$ cat src/rtl/vrp_pkg.sv
// Package for the vertex rotate/project pipeline: payload types, widths,
// the quarter-wave sine table and small arithmetic helpers.
// No dependencies.
package vrp_pkg;

  localparam int TILE_SCALE      = 32;
  localparam int SINE_TABLE_BITS = 10;
  localparam int QTR_LEN         = 1 << (SINE_TABLE_BITS - 2);
  localparam int IDX_W           = SINE_TABLE_BITS - 1;
  localparam logic [IDX_W-1:0] QTR_IDX = IDX_W'(QTR_LEN);

  localparam int CW  = 50;  // coordinate width through the rotations
  localparam int PW  = CW + 17;
  localparam int SW  = PW + 1;
  localparam int XW  = 72;  // scratch width for truncating shifts
  localparam int SCW = 48;  // projected coordinate width

  localparam logic [2:0] REG_CAM_COL    = 3'd0;
  localparam logic [2:0] REG_CAM_ROW    = 3'd1;
  localparam logic [2:0] REG_ZOOM       = 3'd2;
  localparam logic [2:0] REG_GAIN       = 3'd3;
  localparam logic [2:0] REG_ROT_ANGLES = 3'd4;
  localparam logic [2:0] REG_PROJ_ANGLE = 3'd5;
  localparam logic [2:0] REG_SCR_DX     = 3'd6;
  localparam logic [2:0] REG_SCR_DY     = 3'd7;

  localparam longint unsigned ONE_Q30     = 64'd1 << 30;
  localparam longint unsigned HALF_PI_Q30 = 64'd1686629713;

  typedef struct packed {
    logic [9:0]         grid_col;
    logic [9:0]         grid_row;
    logic signed [15:0] height;
    logic [23:0]        colour_in;
  } in_t;

  typedef struct packed {
    logic signed [15:0] screen_x;
    logic signed [15:0] screen_y;
    logic [23:0]        colour_out;
    logic               saturated;
  } out_t;

  typedef struct packed {
    logic signed [CW-1:0] a;
    logic signed [CW-1:0] b;
    logic signed [CW-1:0] c;
    logic [23:0]          colour;
  } rot_t;

  typedef struct packed {
    logic signed [16:0] sin_x;
    logic signed [16:0] cos_x;
    logic signed [16:0] sin_y;
    logic signed [16:0] cos_y;
    logic signed [16:0] sin_z;
    logic signed [16:0] cos_z;
    logic signed [16:0] sin_p;
    logic signed [16:0] cos_p;
  } trig_t;

  typedef logic [15:0] sine_tab_t [0:QTR_LEN];

  function automatic sine_tab_t build_sine_tab();
    sine_tab_t tab;
    longint unsigned x, x2, t, s, r;
    for (int i = 0; i <= QTR_LEN; i++) begin
      x  = (longint'(i) * HALF_PI_Q30) >> (SINE_TABLE_BITS - 2);
      x2 = (x * x) >> 30;
      t  = ONE_Q30 - x2 / 110;
      t  = ONE_Q30 - ((x2 * t) >> 30) / 72;
      t  = ONE_Q30 - ((x2 * t) >> 30) / 42;
      t  = ONE_Q30 - ((x2 * t) >> 30) / 20;
      t  = ONE_Q30 - ((x2 * t) >> 30) / 6;
      s  = (x * t) >> 30;
      r  = (s + 64'd16384) >> 15;
      if (r > 64'd32767) r = 64'd32767;
      tab[i] = 16'(r);
    end
    return tab;
  endfunction

  localparam sine_tab_t SINE_TAB = build_sine_tab();

  function automatic logic signed [16:0] sin_lookup(input logic [15:0] ang);
    logic [SINE_TABLE_BITS-1:0] idx;
    logic [1:0]                 quad;
    logic [IDX_W-1:0]           ri;
    logic signed [16:0]         val;
    idx  = ang[15 -: SINE_TABLE_BITS];
    quad = idx[SINE_TABLE_BITS-1 -: 2];
    ri   = {1'b0, idx[SINE_TABLE_BITS-3:0]};
    if (quad[0]) ri = QTR_IDX - ri;
    val = $signed({1'b0, SINE_TAB[ri]});
    return quad[1] ? -val : val;
  endfunction

  // arithmetic shift right, rounding toward zero
  function automatic logic signed [XW-1:0] shr_trunc(input logic signed [XW-1:0] v,
                                                      input int sh);
    logic signed [XW-1:0] bias;
    bias = v[XW-1] ? $signed((XW'(1) << sh) - XW'(1)) : '0;
    return (v + bias) >>> sh;
  endfunction

  // one radix-256 digit of a divide by five: returns {quotient digit, remainder}
  function automatic logic [10:0] div5_step(input logic [2:0] rem, input logic [7:0] dig);
    logic [10:0] x;
    logic [7:0]  q;
    x = {rem, dig};
    q = 8'((25'(x) * 25'd13108) >> 16);
    return {q, 3'(x - 11'(q) * 11'd5)};
  endfunction

  // {saturated, value}
  function automatic logic [16:0] clamp16(input logic signed [SCW:0] v);
    if (v > $signed((SCW+1)'(32767))) return {1'b1, 16'h7fff};
    if (v < -$signed((SCW+1)'(32768))) return {1'b1, 16'h8000};
    return {1'b0, v[15:0]};
  endfunction

endpackage

$ cat src/rtl/vrp_front.sv
// Front end: tile scaling, centre and zoom of x/y, height scaling and the
// divide by five of z, four register stages. Depends on vrp_pkg.
module vrp_front (
  input  logic                clk,
  input  logic                rst_n,
  input  logic                in_valid,
  output logic                in_ready,
  input  vrp_pkg::in_t        in_item,
  input  logic signed [20:0]  cam_col,
  input  logic signed [20:0]  cam_row,
  input  logic [15:0]         zoom,
  input  logic [15:0]         height_gain,
  output logic                out_valid,
  input  logic                out_ready,
  output vrp_pkg::rot_t       out_item
);
  import vrp_pkg::*;

  logic v1_r, v2_r, v3_r, v4_r;
  logic rdy1, rdy2, rdy3, rdy4;

  logic signed [38:0] x1_r, y1_r, x2_r, y2_r, x3_r, y3_r;
  logic [32:0]        hz_r;
  logic               neg1_r, neg2_r, neg3_r;
  logic [23:0]        col1_r, col2_r, col3_r;
  logic [47:0]        n_r;
  logic [23:0]        qhi_r, nlo_r;
  logic [2:0]         rem_r;
  rot_t               out_r;

  logic signed [21:0] xd, yd;
  logic [16:0]        hmag;
  logic [56:0]        pt;
  logic [23:0]        qhi, qlo;
  logic [2:0]         rhi, rlo;
  logic [10:0]        st;
  logic [47:0]        q;

  assign rdy4     = !v4_r || out_ready;
  assign rdy3     = !v3_r || rdy4;
  assign rdy2     = !v2_r || rdy3;
  assign rdy1     = !v1_r || rdy2;
  assign in_ready = rdy1;

  always_ff @(posedge clk) begin
    if (!rst_n) begin
      v1_r <= 1'b0;
      v2_r <= 1'b0;
      v3_r <= 1'b0;
      v4_r <= 1'b0;
    end else begin
      if (rdy1) v1_r <= in_valid;
      if (rdy2) v2_r <= v1_r;
      if (rdy3) v3_r <= v2_r;
      if (rdy4) v4_r <= v3_r;
    end
  end

  always_comb begin
    xd   = 22'(in_item.grid_col * TILE_SCALE) - 22'(cam_col);
    yd   = 22'(in_item.grid_row * TILE_SCALE) - 22'(cam_row);
    hmag = in_item.height[15] ? (17'({1'b0, ~in_item.height}) + 17'd1)
                              : 17'({1'b0, in_item.height});
    pt   = 57'(hz_r) * 57'(height_gain) * 57'(TILE_SCALE);
    rhi  = 3'd0;
    qhi  = '0;
    for (int k = 0; k < 3; k++) begin
      st  = div5_step(rhi, n_r[47 - 8*k -: 8]);
      qhi[23 - 8*k -: 8] = st[10:3];
      rhi = st[2:0];
    end
    rlo = rem_r;
    qlo = '0;
    for (int k = 0; k < 3; k++) begin
      st  = div5_step(rlo, nlo_r[23 - 8*k -: 8]);
      qlo[23 - 8*k -: 8] = st[10:3];
      rlo = st[2:0];
    end
    q = {qhi_r, qlo};
  end

  always_ff @(posedge clk) begin
    if (rdy1) begin
      x1_r   <= xd * $signed({1'b0, zoom});
      y1_r   <= yd * $signed({1'b0, zoom});
      hz_r   <= 33'(hmag) * 33'(zoom);
      neg1_r <= in_item.height[15];
      col1_r <= in_item.colour_in;
    end
    if (rdy2) begin
      x2_r   <= x1_r;
      y2_r   <= y1_r;
      n_r    <= 48'(pt >> 8);
      neg2_r <= neg1_r;
      col2_r <= col1_r;
    end
    if (rdy3) begin
      x3_r   <= x2_r;
      y3_r   <= y2_r;
      qhi_r  <= qhi;
      rem_r  <= rhi;
      nlo_r  <= n_r[23:0];
      neg3_r <= neg2_r;
      col3_r <= col2_r;
    end
    if (rdy4) begin
      out_r.a      <= CW'(x3_r);
      out_r.b      <= CW'(y3_r);
      out_r.c      <= neg3_r ? -$signed(CW'(q)) : $signed(CW'(q));
      out_r.colour <= col3_r;
    end
  end

  assign out_valid = v4_r;
  assign out_item  = out_r;

endmodule

$ cat config.mk
export PLATFORM = sky130hd
export DESIGN_NAME = vrp_front
export DESIGN_NICKNAME = d
export VERILOG_FILES = /design/src/rtl/vrp_pkg.sv /design/src/rtl/vrp_front.sv
export SDC_FILE = /design/constraint.sdc
export NUM_CORES = 2
export LEC_CHECK = 0
export BUFFER_PORTS_ARGS = -buffer_cell sky130_fd_sc_hd__buf_2
export CAP_MARGIN = 20
export CELL_PAD_IN_SITES_DETAIL_PLACEMENT = 0
export CELL_PAD_IN_SITES_GLOBAL_PLACEMENT = 1
export CORE_ASPECT_RATIO = 0.6
export CORE_MARGIN = 10
export CORE_UTILIZATION = 52
export DETAILED_ROUTE_END_ITERATION = 8
export GPL_ROUTABILITY_DRIVEN = 0
export PLACE_DENSITY = 0.94
export SKIP_CTS_REPAIR_TIMING = 1
export SLEW_MARGIN = 25
export SYNTH_ARGS = -nofsm -noshare
export SYNTH_HDL_FRONTEND = slang
export SYNTH_SLANG_ARGS = --single-unit
$ cat constraint.sdc
create_clock -name clk -period 18.8 [get_ports clk]
set_input_delay 2.82 -clock clk [delete_from_list [all_inputs] [get_ports clk]]
set_output_delay 2.82 -clock clk [all_outputs]
set_load 0.02 [all_outputs]
==> results.sh <==
export IMPL_syn_cell_area_mm2=0.0823
export IMPL_final_cell_mix="inv_1 (1,742), fa_1 (1,504), nand2_1 (1,061)"
export IMPL_ys_types=90
export IMPL_root_buffer="clkbuf_16"
export IMPL_path_clk_slew_ns=0.06
export IMPL_rr_startpoint="nlo_r[18]$_DFFE_PP_"
export IMPL_tritoncts="built"
export IMPL_setup_tns_ns=0
export IMPL_grt_use_total_pct=23.5
export IMPL_fin_skew_ns=0.0459
export IMPL_clk_insertion_delay_late_ns=0.71
export IMPL_grt_max_degree=78
export IMPL_dieArea_mm2=0.175
export IMPL_grt_overflow_total=0
export IMPL_end_kind="flop"
export IMPL_final_common_cell="inv_1"
export IMPL_cp_max_fo=8
export IMPL_synth_top_cell_area_share_pct=36.6
export IMPL_initialDrtViolationCount=4496
export IMPL_synth_edf_count=587
export IMPL_rrSetupSlack_ns=1.66
export IMPL_syn_inst=7926
export IMPL_clock_sinks=591
export IMPL_drive_gt1_share_pct=6.82
export IMPL_min_to="x2_r[3]$_DFFE_PP_"
export IMPL_ant_nets=0
export IMPL_drv_cap=0
export IMPL_drcViolationCount=0
export IMPL_ys_warn_count=0
export IMPL_yosysSeqAreaShare_pct=21.5
export IMPL_path_class="reg -> reg"
export IMPL_initial_core_util_pct=52.6
export IMPL_antenna_found_initial=12
export IMPL_post_route_period_util_pct=91.2
export IMPL_grt_pass1_vias=60392
export IMPL_rsz0062_at_grt="false"
export IMPL_vias_per_cell=5.42
export IMPL_drt_pass1_iter_count=8
export IMPL_grt_pass1_wl_um=331000
export IMPL_pin_count=314
export IMPL_finalSetupViolCount=0
export IMPL_clk_path_buf_depth=3
export IMPL_final_max_slew_viol_count=0
export IMPL_yosys_area_top_type="fa_1"
export IMPL_core_mm2=0.156
export IMPL_die_height_um=328
export IMPL_worstHoldPathCells=0
export IMPL_port_buffers=313
export IMPL_nFillCells=13184
export IMPL_syn_mean_instance_area_um2=10.4
export IMPL_cts_max_level=2
export IMPL_min_period_ns=17.14
export IMPL_slowest_stage="xnor2_1"
export IMPL_synth_flop_cell="edfxtp_1"
export IMPL_cts_buffers_inserted=58
export IMPL_start_kind="flop"
export IMPL_relSlewSlack_pct=26.3
export IMPL_drt_total_wl_um=204000
export IMPL_min_delay_start="x1_r[3]$_DFFE_PP_"
export IMPL_critPathRequiredTime_ns=19.24
export IMPL_tightest_slew_ns=1.10
export IMPL_placementRows=112
export IMPL_synth_seq_cells=591
export IMPL_synthArstFlopShare_pct=0
export IMPL_arrival_ns=17.58
export IMPL_r2r_end="out_item[54]$_DFFE_PP_"
export IMPL_routedWlPerCell_um=19.9
export IMPL_crit_path_max_incr_delay_ns=0.76
export IMPL_chipWidth_um=534
export IMPL_reg2regPathDepth=56
export IMPL_hold_violations=0
export IMPL_synth_area_leaders="fa_1 (37%), edfxtp_1 (21%), ha_1 (12%)"
export IMPL_min_path_type="reg -> reg"
export IMPL_layout_nets=10514
export IMPL_max_freq_mhz=58.3
export IMPL_final_util_pct=56.3
export IMPL_num_vias=55536
export IMPL_area_growth_pct=7.08
export IMPL_hpwlAfterDp_um=159000
export IMPL_outcome="completed"
export IMPL_path_common_cell="fa_1"
[final cells by class]
cell class / instances / area (um2) / share of cell area, %
Timing Repair Buffer: 383 / 2120 / 2.41
Multi-Input combinational cell: 5305 / 57100 / 64.8
Tap cell: 2109 / 2640 / 3.00
Inverter: 1744 / 6560 / 7.44
Sequential cell: 591 / 17700 / 20.1
Antenna cell: 6 / 15.0 / 0.0170
Clock inverter: 37 / 467 / 0.530
Clock buffer: 72 / 1500 / 1.71
[worst max-delay path, delay by kind of cell (launching register included)]
kind,cells,cell delay (ns)
AOI/OAI and AO/OA,9,2.50
xor gates and xnor gates,11,3.01
adders and majority gates,20,8.39
buffers and inverters,7,0.40
DFF,1,0.53
and+or+nand+nor,9,2.03
[Yosys cell counts (all sizes together) (6+ instances only)]
master and number:
xnor2 234, a31oi 21, a21boi 6, nand3 46, o21a 28, a211o 9
nand3b 24, o22ai 8, a211oi 23, a21oi 187, inv 1744, xor2 70
nand4 22, and2 544, and3 13, nand2b 30, o41ai 8, clkbuf 273
a2111oi 6, nor2 137, o211ai 18, or2 19, or4 7, o2111ai 6
buf 27, edfxtp 587, nor3 55, ha 789, or3 27, o21bai 36
and4 7, nor4 8, a31o 6, o21ai 102, nand2 1063, nor2b 26
a21o 105, nand4b 9, fa 1504, o31ai 15
[through the flow]
stage / instance area (um2) / hold slack [ns] / setup slack (ns) / std cells
3_5_place_dp: 86100 / 0.405 / 1.87 / 10131
5_1_grt: 88100 / 0.410 / 0.812 / 10247
4_1_cts: 88000 / 0.375 / 1.84 / 10240
6_report: 88100 / 0.385 / 1.66 / 10247
3_3_place_gp: 86100 / 0.401 / 2.37 / 10131
2_1_floorplan: 82300 / 0.400 / 3.89 / 7940
[how the worst max path moves through the flow]
| stage | from | endpoint | slack [ns] | cells past startpoint |
|---|---|---|---|---|
| 6_report | nlo_r[18]$_DFFE_PP_ | out_item[54]$_DFFE_PP_ | 1.66 | 56 |
| 4_1_cts | nlo_r[18]$_DFFE_PP_ | out_item[64]$_DFFE_PP_ | 1.84 | 56 |
| 5_1_grt | nlo_r[18]$_DFFE_PP_ | out_item[72]$_SDFFCE_PN0P_ | 0.81 | 56 |
| 2_1_floorplan | nlo_r[21]$_DFFE_PP_ | out_item[43]$_DFFE_PP_ | 3.89 | 54 |
| 3_5_place_dp | nlo_r[18]$_DFFE_PP_ | out_item[64]$_DFFE_PP_ | 1.87 | 56 |
| 3_3_place_gp | nlo_r[18]$_DFFE_PP_ | out_item[66]$_DFFE_PP_ | 2.37 | 56 |
[layer usage]
metal / vias to the layer above / part of all wire [%] / global-route usage [%]
met5: - / 0.018 / 0
met4: 6 / 1.9 / 4.65
met3: 295 / 11 / 6.83
met2: 2641 / 43 / 35.2
met1: 27865 / 44 / 34.2
li1: 24729 / - / -
[cells by family (layout without fill, tap and decap cells)]
| family | count (synthesis) | after routing | share of synthesized area (%) |
|---|---|---|---|
| buffers and inverters | 2044 | 2236 | 9.45 |
| adders and majority gates | 2293 | 2293 | 48.6 |
| muxes | 6 | 6 | 0.0897 |
| and+or+nand+nor | 2050 | 2050 | 12.0 |
| DFF | 591 | 591 | 21.5 |
| other | 2 | 22 | 0.00913 |
| AOI/OAI and AO/OA | 636 | 636 | 5.14 |
| xor gates and xnor gates | 304 | 304 | 3.24 |
[state kept, by name, summed over array words and instances (netlist names), 3 cells and up]
name / flops
col2_r: 24
y1_r: 39
n_r: 46
out_item: 152
nlo_r: 24
hz_r: 33
rem_r: 3
col3_r: 24
x1_r: 39
qhi_r: 20
y2_r: 39
y3_r: 39
col1_r: 24
x2_r: 39
x3_r: 39
Power is left out: the tool's default activity adds up to more than one toggle a clock period on the data nets, which glitch-free logic cannot reach.
